<file path="src/rtl/core/dmaseq_pkg.sv">
`timescale 1ns / 1ps
// ----------------------------------------------------------------------------
// dmaseq_pkg
// Shared codes, register map constants, types and unit tables of the DMA
// address sequencer.
// ----------------------------------------------------------------------------
package dmaseq_pkg;

  localparam int REGS_PER_CH = 12;
  localparam int CH_IDX_W    = 3;
  localparam int REG_OFF_W   = 4;

  // input item kinds
  localparam logic [1:0] KIND_WRITE = 2'd0;
  localparam logic [1:0] KIND_READ  = 2'd1;
  localparam logic [1:0] KIND_TICK  = 2'd2;

  // bus map
  localparam logic [15:0] ADDR_DMA_EN  = 16'h420B;
  localparam logic [15:0] ADDR_HDMA_EN = 16'h420C;
  localparam logic [15:0] ADDR_CH_LO   = 16'h4300;
  localparam logic [15:0] ADDR_CH_HI   = 16'h437F;

  // register offsets within a channel
  localparam logic [REG_OFF_W-1:0] REG_PARAM   = 4'd0;
  localparam logic [REG_OFF_W-1:0] REG_B_ADDR  = 4'd1;
  localparam logic [REG_OFF_W-1:0] REG_A_LO    = 4'd2;
  localparam logic [REG_OFF_W-1:0] REG_A_HI    = 4'd3;
  localparam logic [REG_OFF_W-1:0] REG_A_BANK  = 4'd4;
  localparam logic [REG_OFF_W-1:0] REG_CNT_LO  = 4'd5;
  localparam logic [REG_OFF_W-1:0] REG_CNT_HI  = 4'd6;
  localparam logic [REG_OFF_W-1:0] REG_SPARE   = 4'd11;
  localparam logic [REG_OFF_W-1:0] REG_ALIAS   = 4'd15;

  // A offset step codes
  localparam logic [1:0] STEP_INC = 2'd0;
  localparam logic [1:0] STEP_DEC = 2'd2;

  typedef logic [REGS_PER_CH-1:0][7:0] row_t;

  typedef struct packed {
    logic                   en;
    logic [CH_IDX_W-1:0]    row;
    logic [REGS_PER_CH-1:0] be;
    row_t                   data;
  } wr_req_t;

  typedef enum logic [2:0] {
    ST_IDLE = 3'b001,
    ST_LOOK = 3'b010,
    ST_EMIT = 3'b100
  } state_t;

  // bytes per transfer unit for each mode
  function automatic logic [2:0] unit_size(input logic [2:0] mode);
    logic [2:0] s;
    case (mode)
      3'd0:    s = 3'd1;
      3'd1:    s = 3'd2;
      3'd2:    s = 3'd2;
      3'd3:    s = 3'd4;
      3'd4:    s = 3'd4;
      3'd5:    s = 3'd4;
      3'd6:    s = 3'd2;
      default: s = 3'd4;
    endcase
    return s;
  endfunction

  // B-bus address offset of byte i of a unit
  function automatic logic [1:0] b_offset(input logic [2:0] mode, input logic [1:0] i);
    logic [1:0] o;
    case (mode)
      3'd1, 3'd5: o = {1'b0, i[0]};
      3'd3, 3'd7: o = {1'b0, i[1]};
      3'd4:       o = i;
      default:    o = 2'd0;
    endcase
    return o;
  endfunction

endpackage

</file>
<file path="src/rtl/core/dmaseq_regs.sv">
`timescale 1ns / 1ps
// ----------------------------------------------------------------------------
// dmaseq_regs
// Channel register store: one row of bytes per channel, byte-enable writes,
// registered whole-row reads. Bytes never written read 0xFF.
// ----------------------------------------------------------------------------
module dmaseq_regs #(
  parameter int NUM_CHANNELS = 8
) (
  input  logic                                  clk,
  input  logic                                  rst,
  input  logic                                  rd_en,
  input  logic [dmaseq_pkg::CH_IDX_W-1:0]       rd_row,
  output dmaseq_pkg::row_t                      rd_data,
  input  dmaseq_pkg::wr_req_t                   wr
);

  localparam int ROW_W = (NUM_CHANNELS > 1) ? $clog2(NUM_CHANNELS) : 1;
  localparam int NREG  = dmaseq_pkg::REGS_PER_CH;

  logic [7:0]      mem [NUM_CHANNELS][NREG];
  logic [NREG-1:0] vld [NUM_CHANNELS];
  logic [7:0]      rd_q [NREG];
  logic [NREG-1:0] rd_vld;

  always_ff @(posedge clk) begin
    for (int j = 0; j < NREG; j++) begin
      if (wr.en && wr.be[j]) begin
        mem[wr.row[ROW_W-1:0]][j] <= wr.data[j];
      end
    end
    if (rd_en) begin
      for (int j = 0; j < NREG; j++) begin
        rd_q[j] <= mem[rd_row[ROW_W-1:0]][j];
      end
    end
  end

  always_ff @(posedge clk) begin
    if (rst) begin
      for (int c = 0; c < NUM_CHANNELS; c++) begin
        vld[c] <= '0;
      end
      rd_vld <= '0;
    end else begin
      if (wr.en) begin
        vld[wr.row[ROW_W-1:0]] <= vld[wr.row[ROW_W-1:0]] | wr.be;
      end
      if (rd_en) begin
        rd_vld <= vld[rd_row[ROW_W-1:0]];
      end
    end
  end

  // unwritten bytes hold their reset value
  always_comb begin
    for (int j = 0; j < NREG; j++) begin
      rd_data[j] = rd_vld[j] ? rd_q[j] : 8'hFF;
    end
  end

endmodule

</file>
<file path="src/rtl/core/eight_channel_dma_address_sequencer.sv">
`timescale 1ns / 1ps
// ----------------------------------------------------------------------------
// eight_channel_dma_address_sequencer
// General-purpose DMA address sequencer behind a byte register bus.
// ----------------------------------------------------------------------------
// One item at a time. A register write gives no result. A register read
// passes through the row read from the channel store, then the result
// register. A tick reads the row, then gives one result per byte of a unit
// of 1 to 4 bytes; one that finds no enabled channel, or a zero byte count,
// gives one result. The count and A offset are written back to the store
// as the lookup state is left, and the byte addresses then leave one per
// cycle, unless the consumer stalls, through the output register, which a
// stalled consumer holds. The store needs no clearing pass after reset.
module eight_channel_dma_address_sequencer #(
  parameter int NUM_CHANNELS = 8
) (
  input  logic        clk,
  input  logic        rst,
  input  logic        in_valid,
  output logic        in_ready,
  input  logic [1:0]  kind,
  input  logic [15:0] port_address,
  input  logic [7:0]  write_data,
  output logic        out_valid,
  input  logic        out_ready,
  output logic        read_valid,
  output logic [7:0]  read_data,
  output logic        busy_res,
  output logic        transfer_valid,
  output logic [2:0]  channel,
  output logic [7:0]  a_bank,
  output logic [15:0] a_offset,
  output logic [7:0]  b_address,
  output logic        b_to_a,
  output logic        last
);

  localparam int NREG = dmaseq_pkg::REGS_PER_CH;

  dmaseq_pkg::state_t  state;
  dmaseq_pkg::row_t    row;
  dmaseq_pkg::wr_req_t wr;

  logic [7:0] dma_mask;
  logic [7:0] hdma_mask;

  logic in_fire, slot_free;

  // address decode
  logic [3:0] dec_off;
  logic       dec_hit;

  // channel pick
  logic       pick_found;
  logic [2:0] pick_ch;

  // item held through the lookup
  logic [1:0] it_kind;
  logic       it_hit;
  logic [3:0] it_off;
  logic [2:0] it_ch;
  logic       it_found;

  // lookup
  logic [2:0]  lk_mode, lk_size, lk_n;
  logic [1:0]  lk_step;
  logic [15:0] lk_count, lk_count_new, lk_aoff, lk_aoff_fin;
  logic        lk_tick_busy, lk_single, lk_leave;

  // emit
  logic [1:0]  em_i, em_nm1, em_step;
  logic [2:0]  em_mode, em_ch;
  logic [15:0] em_aoff;
  logic [7:0]  em_bank, em_bbase;
  logic        em_dir, em_load, em_last;

  assign in_ready  = (state == dmaseq_pkg::ST_IDLE);
  assign in_fire   = in_valid && in_ready;
  assign slot_free = !out_valid || out_ready;

  always_comb begin
    dec_off = port_address[3:0];
    if (dec_off == dmaseq_pkg::REG_ALIAS) begin
      dec_off = dmaseq_pkg::REG_SPARE;
    end
    dec_hit = (port_address >= dmaseq_pkg::ADDR_CH_LO)
           && (port_address <= dmaseq_pkg::ADDR_CH_HI)
           && ({1'b0, port_address[6:4]} < 4'(NUM_CHANNELS))
           && (dec_off <= dmaseq_pkg::REG_SPARE);
  end

  // lowest enabled channel wins
  always_comb begin
    pick_found = 1'b0;
    pick_ch    = '0;
    for (int i = NUM_CHANNELS - 1; i >= 0; i--) begin
      if (dma_mask[i]) begin
        pick_found = 1'b1;
        pick_ch    = 3'(i);
      end
    end
  end

  // unit size, remaining count and final A offset of the served channel
  always_comb begin
    lk_mode  = row[dmaseq_pkg::REG_PARAM][2:0];
    lk_step  = row[dmaseq_pkg::REG_PARAM][4:3];
    lk_size  = dmaseq_pkg::unit_size(lk_mode);
    lk_count = {row[dmaseq_pkg::REG_CNT_HI], row[dmaseq_pkg::REG_CNT_LO]};
    lk_aoff  = {row[dmaseq_pkg::REG_A_HI], row[dmaseq_pkg::REG_A_LO]};
    if (lk_count <= {13'd0, lk_size}) begin
      lk_n         = lk_count[2:0];
      lk_count_new = '0;
    end else begin
      lk_n         = lk_size;
      lk_count_new = lk_count - {13'd0, lk_size};
    end
    case (lk_step)
      dmaseq_pkg::STEP_INC: lk_aoff_fin = lk_aoff + {13'd0, lk_n};
      dmaseq_pkg::STEP_DEC: lk_aoff_fin = lk_aoff - {13'd0, lk_n};
      default:              lk_aoff_fin = lk_aoff;
    endcase
    lk_tick_busy = (it_kind == dmaseq_pkg::KIND_TICK) && it_found;
    lk_single    = !lk_tick_busy || (lk_n == 3'd0);
    lk_leave     = (state == dmaseq_pkg::ST_LOOK) && (!lk_single || slot_free);
  end

  // store write port: register writes from idle, write-back after lookup
  always_comb begin
    wr      = '0;
    wr.data = '0;
    if (lk_leave && lk_tick_busy) begin
      wr.en  = 1'b1;
      wr.row = it_ch;
      wr.be[dmaseq_pkg::REG_A_LO]   = 1'b1;
      wr.be[dmaseq_pkg::REG_A_HI]   = 1'b1;
      wr.be[dmaseq_pkg::REG_CNT_LO] = 1'b1;
      wr.be[dmaseq_pkg::REG_CNT_HI] = 1'b1;
      wr.data[dmaseq_pkg::REG_A_LO]   = lk_aoff_fin[7:0];
      wr.data[dmaseq_pkg::REG_A_HI]   = lk_aoff_fin[15:8];
      wr.data[dmaseq_pkg::REG_CNT_LO] = lk_count_new[7:0];
      wr.data[dmaseq_pkg::REG_CNT_HI] = lk_count_new[15:8];
    end else if (in_fire && (kind == dmaseq_pkg::KIND_WRITE) && dec_hit) begin
      wr.en  = 1'b1;
      wr.row = port_address[6:4];
      wr.be[dec_off] = 1'b1;
      for (int j = 0; j < NREG; j++) begin
        wr.data[j] = write_data;
      end
    end
  end

  dmaseq_regs #(
    .NUM_CHANNELS (NUM_CHANNELS)
  ) u_regs (
    .clk     (clk),
    .rst     (rst),
    .rd_en   (in_fire && ((kind == dmaseq_pkg::KIND_READ) || (kind == dmaseq_pkg::KIND_TICK))),
    .rd_row  ((kind == dmaseq_pkg::KIND_READ) ? port_address[6:4] : pick_ch),
    .rd_data (row),
    .wr      (wr)
  );

  assign em_load = (state == dmaseq_pkg::ST_EMIT) && slot_free;
  assign em_last = (em_i == em_nm1);

  // control
  always_ff @(posedge clk) begin
    if (rst) begin
      state     <= dmaseq_pkg::ST_IDLE;
      dma_mask  <= '0;
      hdma_mask <= '0;
      out_valid <= 1'b0;
    end else begin
      if ((lk_leave && lk_single) || em_load) begin
        out_valid <= 1'b1;
      end else if (out_ready) begin
        out_valid <= 1'b0;
      end
      case (state)
        dmaseq_pkg::ST_IDLE: begin
          if (in_fire) begin
            case (kind)
              dmaseq_pkg::KIND_WRITE: begin
                if (port_address == dmaseq_pkg::ADDR_DMA_EN) begin
                  dma_mask <= write_data;
                end else if (port_address == dmaseq_pkg::ADDR_HDMA_EN) begin
                  hdma_mask <= write_data;
                end
              end
              dmaseq_pkg::KIND_READ, dmaseq_pkg::KIND_TICK: begin
                state <= dmaseq_pkg::ST_LOOK;
              end
              default: begin
                state <= dmaseq_pkg::ST_IDLE;
              end
            endcase
          end
        end
        dmaseq_pkg::ST_LOOK: begin
          if (lk_leave) begin
            if (lk_single) begin
              state <= dmaseq_pkg::ST_IDLE;
            end else begin
              state <= dmaseq_pkg::ST_EMIT;
            end
            if (lk_tick_busy && (lk_count_new == '0)) begin
              dma_mask[it_ch] <= 1'b0;
            end
          end
        end
        dmaseq_pkg::ST_EMIT: begin
          if (em_load && em_last) begin
            state <= dmaseq_pkg::ST_IDLE;
          end
        end
        default: begin
          state <= dmaseq_pkg::ST_IDLE;
        end
      endcase
    end
  end

  // item, emit and result payload
  always_ff @(posedge clk) begin
    if (in_fire) begin
      it_kind  <= kind;
      it_hit   <= dec_hit;
      it_off   <= dec_off;
      it_ch    <= pick_ch;
      it_found <= pick_found;
    end
    if (lk_leave) begin
      if (lk_single) begin
        read_valid     <= (it_kind == dmaseq_pkg::KIND_READ) && it_hit;
        read_data      <= ((it_kind == dmaseq_pkg::KIND_READ) && it_hit) ? row[it_off] : 8'd0;
        busy_res       <= lk_tick_busy;
        transfer_valid <= 1'b0;
        channel        <= lk_tick_busy ? it_ch : 3'd0;
        a_bank         <= '0;
        a_offset       <= '0;
        b_address      <= '0;
        b_to_a         <= 1'b0;
        last           <= 1'b1;
      end
      // hold the unit for the byte-by-byte pass
      em_i     <= '0;
      em_nm1   <= 2'(lk_n - 3'd1);
      em_mode  <= lk_mode;
      em_step  <= lk_step;
      em_ch    <= it_ch;
      em_aoff  <= lk_aoff;
      em_bank  <= row[dmaseq_pkg::REG_A_BANK];
      em_bbase <= row[dmaseq_pkg::REG_B_ADDR];
      em_dir   <= row[dmaseq_pkg::REG_PARAM][7];
    end
    if (em_load) begin
      read_valid     <= 1'b0;
      read_data      <= '0;
      busy_res       <= 1'b1;
      transfer_valid <= 1'b1;
      channel        <= em_ch;
      a_bank         <= em_bank;
      a_offset       <= em_aoff;
      b_address      <= em_bbase + {6'd0, dmaseq_pkg::b_offset(em_mode, em_i)};
      b_to_a         <= em_dir;
      last           <= em_last;
      em_i           <= em_i + 2'd1;
      case (em_step)
        dmaseq_pkg::STEP_INC: em_aoff <= em_aoff + 16'd1;
        dmaseq_pkg::STEP_DEC: em_aoff <= em_aoff - 16'd1;
        default:              em_aoff <= em_aoff;
      endcase
    end
  end

endmodule
</file>
<file path="config.mk">
export PLATFORM = sky130hd
export DESIGN_NAME = eight_channel_dma_address_sequencer
export DESIGN_NICKNAME = d
export VERILOG_FILES = /design/src/rtl/core/dmaseq_pkg.sv /design/src/rtl/core/dmaseq_regs.sv /design/src/rtl/core/eight_channel_dma_address_sequencer.sv
export SDC_FILE = /design/constraint.sdc
export NUM_CORES = 2
export LEC_CHECK = 0
export ABC_CLOCK_PERIOD_IN_PS = 8000
export BUFFER_PORTS_ARGS = -buffer_cell sky130_fd_sc_hd__clkbuf_2
export CAP_MARGIN = 0
export CORE_UTILIZATION = 46
export DETAILED_ROUTE_END_ITERATION = 7
export PLACE_DENSITY = 0.72
export RECOVER_POWER = 50
export REMOVE_ABC_BUFFERS = 1
export SLEW_MARGIN = 20
export SYNTH_ARGS = -nofsm -noshare
export SYNTH_HDL_FRONTEND = slang
export SYNTH_SLANG_ARGS = --single-unit
</file>
<file path="constraint.sdc">
create_clock -name clk -period 8 [get_ports clk]
set_input_delay 0 -clock clk [delete_from_list [all_inputs] [get_ports clk]]
set_output_delay 0 -clock clk [all_outputs]
set_load 0.05 [all_outputs]
</file>
# Word level (Yosys, flattened, before mapping)
# Memories as Yosys holds them, arrays and structs flattened. A register that Yosys moved wholly into a read port is not among the register bits.
# Cells that the tools add are included.
totals:
  latchBits: 0
  regBits: 116
  rom_bits: 0
  mem_bits_rw: 960
  out_inout_bits: 50
  input_bits: 30
  mem_count: 3
memory_table:
  columns: ["memory", "depth", "width", "read_ports", "rd_ports_with_merged_regs", "write_ports", "line_no", "rtl"]
  rows:
  - ["u_regs.mem", 8, 96, 1, 0, 1, "dmaseq_regs.sv:21", "logic [7:0] mem [NUM_CHANNELS][NREG];"]
  - ["u_regs.rd_q", 12, 8, 12, 0, 12, "dmaseq_regs.sv:23", "logic [7:0] rd_q [NREG];"]
  - ["u_regs.vld", 8, 12, 2, 1, 8, "dmaseq_regs.sv:22", "logic [NREG-1:0] vld [NUM_CHANNELS];"]
op_classes:
  n_reduce_logical: 57
  eq_ne: 28
  mux: 117
  add_sub_neg: 8
  n_lt_le_gt_ge: 9
  n_div: 0
  mul: 0
  shifts: 0
  bitwise_logic: 3
ops:
  columns: ["cell", "n"]
  rows:
  - ["two-way mux 8 bit", 24]
  - ["two-way mux 16 bit", 9]
  - ["two-way mux 112 bit", 1]
  - ["one-hot mux 16 bit (2 select lines)", 2]
  - ["two-way mux 3 bit", 19]
  - ["two-way mux 1 bit", 44]
  - ["two-way mux 42 bit", 1]
  - ["binary-select mux 8 bit (select 4 bit)", 1]
  - ["subtractor 16 x 3 -> 16 bit", 2]
  - ["logical AND 1 bit", 28]
  - ["adder 16 x 1 -> 16 bit, second input constant", 1]
  - ["adder 16 x 3 -> 16 bit", 1]
  - ["== test 16 x 15 -> 1 bit, second input constant", 1]
  - ["greater-or-equal comparator 16 x 15 -> 1 bit, second input constant", 1]
  - ["less-or-equal comparator 16 x 15 -> 1 bit, second input constant", 1]
  - ["less-or-equal comparator 16 x 3 -> 1 bit", 1]
  - ["logical NOT 16 bit", 1]
  - ["one-hot mux 8 bit (2 select lines)", 1]
  - ["subtractor 16 x 1 -> 16 bit, second input constant", 1]
  - ["== test 3 bit, second input constant", 5]
  - ["two-way mux 12 bit", 1]
  - ["OR 12 bit", 1]
  - ["one-hot mux 3 bit (2 select lines)", 2]
  - ["OR reduction 12 bit", 1]
  - ["37 further kinds", 72]

# Depth between registers and ports, before layout
# An unclocked memory read counts as a cell.
depth:
  word_depth: 19
  depth_mapped: 29
  depth_no_buf: 27

# Hierarchy
# From an unflattened synthesis, not the netlist that was laid out.
unflattened:
  cells_unflattened: 2700
  hier_area_um2: 46279.4
modules_own_cells:
  columns: ["module", "instances", "seq_area_each_um2", "cells_each", "area_each_um2"]
  rows:
  - ["dmaseq_regs", 1, 29067.9, 1884, 38311.7]
  - ["eight_channel_dma_address_sequencer", 1, 3253.1, 816, 7967.6]

# Worst setup path after synthesis
# OpenSTA, ideal clock, no wires.
synth_path:
  path_kind: "register to register"
  start: "register u_regs.rd_vld[0], read port of u_regs.vld"
  end: "register a_bank[0] (enable)"
  path_buffers: 4
  required_time_ns: 7.609
  path_stages_with_launch: 23
  slack_ns: 2.297
  arrival_time_ns: 5.311
  setup_ns: 0.391
  cell_sequence: "dfxtp_1 clkbuf_1 nand2b_1 nor3_1 ha_1 fa_1 nor2b_1 nor3_2 a41oi_1 or2_1 clkbuf_1 o21ai_0 inv_1 ha_1 ha_1 clkbuf_1 nor2_1 o21ai_0 inv_1 o21ai_0 and2_1 clkbuf_1 inv_1"
synth_lines:
  columns: ["element", "line_no", "rtl"]
  rows:
  - ["from (decl)", "dmaseq_regs.sv:24", "logic [NREG-1:0] rd_vld;"]
  - ["to (signal assigned)", "eight_channel_dma_address_sequencer.sv:263", "a_bank <= em_bank;"]
  - ["to (decl)", "eight_channel_dma_address_sequencer.sv:31", "output logic [7:0] a_bank,"]

==> key figures <==
Run status
  – Status: finished, violations left
  – Failing checks: max-capacitance violations, max-slew violations

Global route
  – Total gr overflow: 0
  – First-pass GRT wire length: 174000 µm
  – Vias in the first global route: 26722
  – Initial antenna violation count: 4
  – GRT Max-Usage Layer: met2
  – Met3 Resource Use GR: 0.0424
  – Largest net degree at the start of global routing: 145
  – Met1 Use GR: 0.318
  – Total global-route track usage: 0.230
  – GRT met2 Usage: 0.371

STA
  – Setup WS post-layout: 0.900 ns
  – Fin crit period: 7.10 ns
  – Max-slew violations: 761
  – Final Setup Violations: 0
  – Hold WS: 0.0586 ns
  – Slew @ Worst Pin: 3.38 ns
  – Fin crit share: 0.888
  – Unrepaired setup endpoints after global routing: no
  – Layout Skew: 0.0471 ns
  – Setup TNS: 0 ns
  – Max Freq: 141 MHz
  – Final Hold Fails: 0
  – Rel. slew slack: -1.25

Clock tree
  – Inserted Clock Buffers: 106
  – Clock Sink Count: 1088
  – Clock-pin transition on the worst setup and hold timing paths: 0.07 ns
  – Total setup buffers inserted after CTS: 0
  – CTS tree: yes
  – Root Buffer: clkbuf_16
  – Clock latency on the worst-skew pair: 0.70 ns
  – Resize count post-CTS: 0
  – Clock Path Buffers: 3
  – Htree depth: 3

Placement
  – Gpl congestion: 0.947
  – # port buffers: 79
  – Hpwl dp: 73700 µm
  – DP Worst Slack: 1.27 ns

Synth
  – Post-synth EDFFs: 1053
  – Yosys cell types: 98
  – Top FF cell, synth: edfxtp_1
  – Flops & latches, synth: 1088
  – Cells after Synth: 3053
  – Post-synth ARST share: 0
  – Syn Std Cell Area: 45900 µm²
  – Register area share after synthesis: 0.704
  – Synth warnings: 0
  – Mean Syn Cell Area: 15.0 µm²

Power and ir drop
  – Lkg Pwr: 17.3 nW
  – Pwr Total: 12.2 mW
  – Worst vdd ir: 0.185 mV
  – PwrDens: 237 nW/µm²

Worst setup path
  – CP Capture Type: flop
  – R2r startpoint: u_regs.rd_vld[0]
  – Setup crit start: u_regs.rd_vld[0]
  – Worst EP required: 8.32 ns
  – Crit path launch type: flop
  – Setup CP Type: reg -> reg
  – Critical path fanouts, max: 20
  – Critical Path AT: 7.42 ns

Die
  – Core ar.: 98700 µm²
  – Die W: 318 µm
  – Die area: 101000 µm²
  – Initial Util: 0.465
  – Die Y: 318 µm
  – Cell Rows: 115
  – Top Ports: 80

Detailed routing
  – Drt drc: 0
  – Post-Route WL: 117000 µm
  – DR iter-0 viols: 3519
  – Vias: 27305
  – Via density per instance: 6.03
  – Initial DRT Pass Iterations: 6
  – WL per Instance: 25.8 µm
  – ANT nets after route: 0

Hold path
  – Min-delay worst type: in -> reg
  – HP Start: kind[1]

Finish
  – Most frequent cells in the layout: 1053 x edfxtp_1, 544 x nand2_1, 274 x nor2_1
  – Layout area overhead: 12.1%
  – Fillers: 7939
  – N_diodes: 0
  – Layout cells sized above 1: 0.144
  – Most common cell after layout, fill and taps aside: edfxtp_1
  – NumNets Final: 3215

Job
  – Number of max-cap violations: 13
routing by layer:
metal / vias to the layer above / part of all wire
met3: 248 / 0.095
li1: 11794 / -
met5: - / 0.00011
met4: 2 / 0.032
met2: 1516 / 0.47
met1: 13745 / 0.40
cell usage after synthesis, drive strengths merged (5+ instances only):
cell type  number  area share
a21oi          99       0.011
edfxtp       1053        0.69
nand2b         63      0.0088
or2             5     0.00068
xor2           20      0.0038
clkbuf        113      0.0095
o31ai           9      0.0015
nor2b          19      0.0028
xnor2          26      0.0050
mux4          198       0.097
inv            51      0.0042
a22oi           6      0.0011
a311oi         15      0.0029
o221ai         12      0.0023
o211ai         11      0.0018
mux2i           7      0.0015
o21a           11      0.0018
nand4           6     0.00082
nor4           10      0.0018
nor4b           6      0.0015
a31oi          17      0.0023
o21ai          79      0.0086
dfxtp          35       0.015
ha             36      0.0098
nand3          56      0.0062
a21o            8      0.0013
a221oi         14      0.0028
o22ai          21      0.0029
o32ai           5     0.00095
and2            6     0.00082
nor2          278       0.023
nor3           21      0.0030
a211oi         20      0.0034
and3           44      0.0060
a22o           20      0.0038
buf            52      0.0052
nand2         546       0.045
power by group:
group	total (mW)	internal, mW	switching, mW
Sequential	6.33	6.26	0.0697
Clock	5.24	3.03	2.21
Combinational	0.650	0.218	0.431
worst paths after layout:
path	slack [ns]	cells after the start	end
setup / recovery	0.90	21	u_regs.mem[1][82]
hold / removal	0.06	2	it_kind[1]
setup reg to reg	0.90	21	u_regs.mem[1][82]
hold reg to reg	0.48	1	read_valid
area by class of cell:
cell class / instances / area (µm²) / share of cell area
clock buffer: 122 / 2730 / 0.0531
tap: 1287 / 1610 / 0.0313
timing repair buffer: 151 / 902 / 0.0175
clock inverter: 79 / 970 / 0.0188
sequential: 1088 / 32300 / 0.628
multi-input combinational: 1746 / 12800 / 0.248
inverter: 52 / 195 / 0.00379
cell families (layout without fill, tap and decap cells):
kind of cell               Yosys count  count (layout)  share of synthesized area
muxes                              206             206                     0.0989
buffers and inverters              219             404                     0.0195
DFF                               1088            1088                      0.704
xor gates and xnor gates            46              46                    0.00877
AOI/OAI and AO/OA                  368             368                     0.0527
adders and majority gates           41              41                     0.0118
and+or+nand+nor                   1085            1085                      0.105
what timing repair did:
action / CTS / global route
endpoints found under the hold margin: 32 / 0
endpoints found under the setup margin: 0 / 0
hold buffers: 21 / 0
registers in the layout (all words and copies together), names as in the netlist, 3 cells and up:
signal,count
u_regs.rd_q,96
a_bank,8
state,3
u_regs.vld,96
em_aoff,16
u_regs.rd_vld,12
it_ch,3
em_ch,3
em_mode,3
it_off,4
a_offset,16
channel,3
read_data,8
em_bank,8
dma_mask,8
b_address,8
u_regs.mem,768
em_bbase,8
metrics by stage:
step	util	instance area [µm²]	cells
2_1_floorplan	-	45200	2886
3_3_place_gp	0.484	47700	4303
3_5_place_dp	0.484	47700	4303
4_1_cts	0.523	51700	4525
5_1_grt	0.522	51500	4525
6_report	0.522	51500	4525
critical path: stages (launching register included):
cell	delay (ns)
dfxtp_1	0.58
nand2b_1	0.16
nor3_1	0.28
ha_1	0.27
fa_1	0.23
nor2b_1	0.06
nor3_2	0.33
a41oi_1	0.15
or2_0	0.38
o21ai_0	0.32
inv_1	0.10
ha_1	0.21
ha_1	0.29
nand2_1	0.12
and3_1	0.15
clkbuf_1	0.63
a22oi_1	0.47
buf_4	0.36
nor2_1	0.44
nand2_1	0.19
buf_4	0.30
nor2_1	0.67
Note: power is estimated with default switching activity, not from simulation.
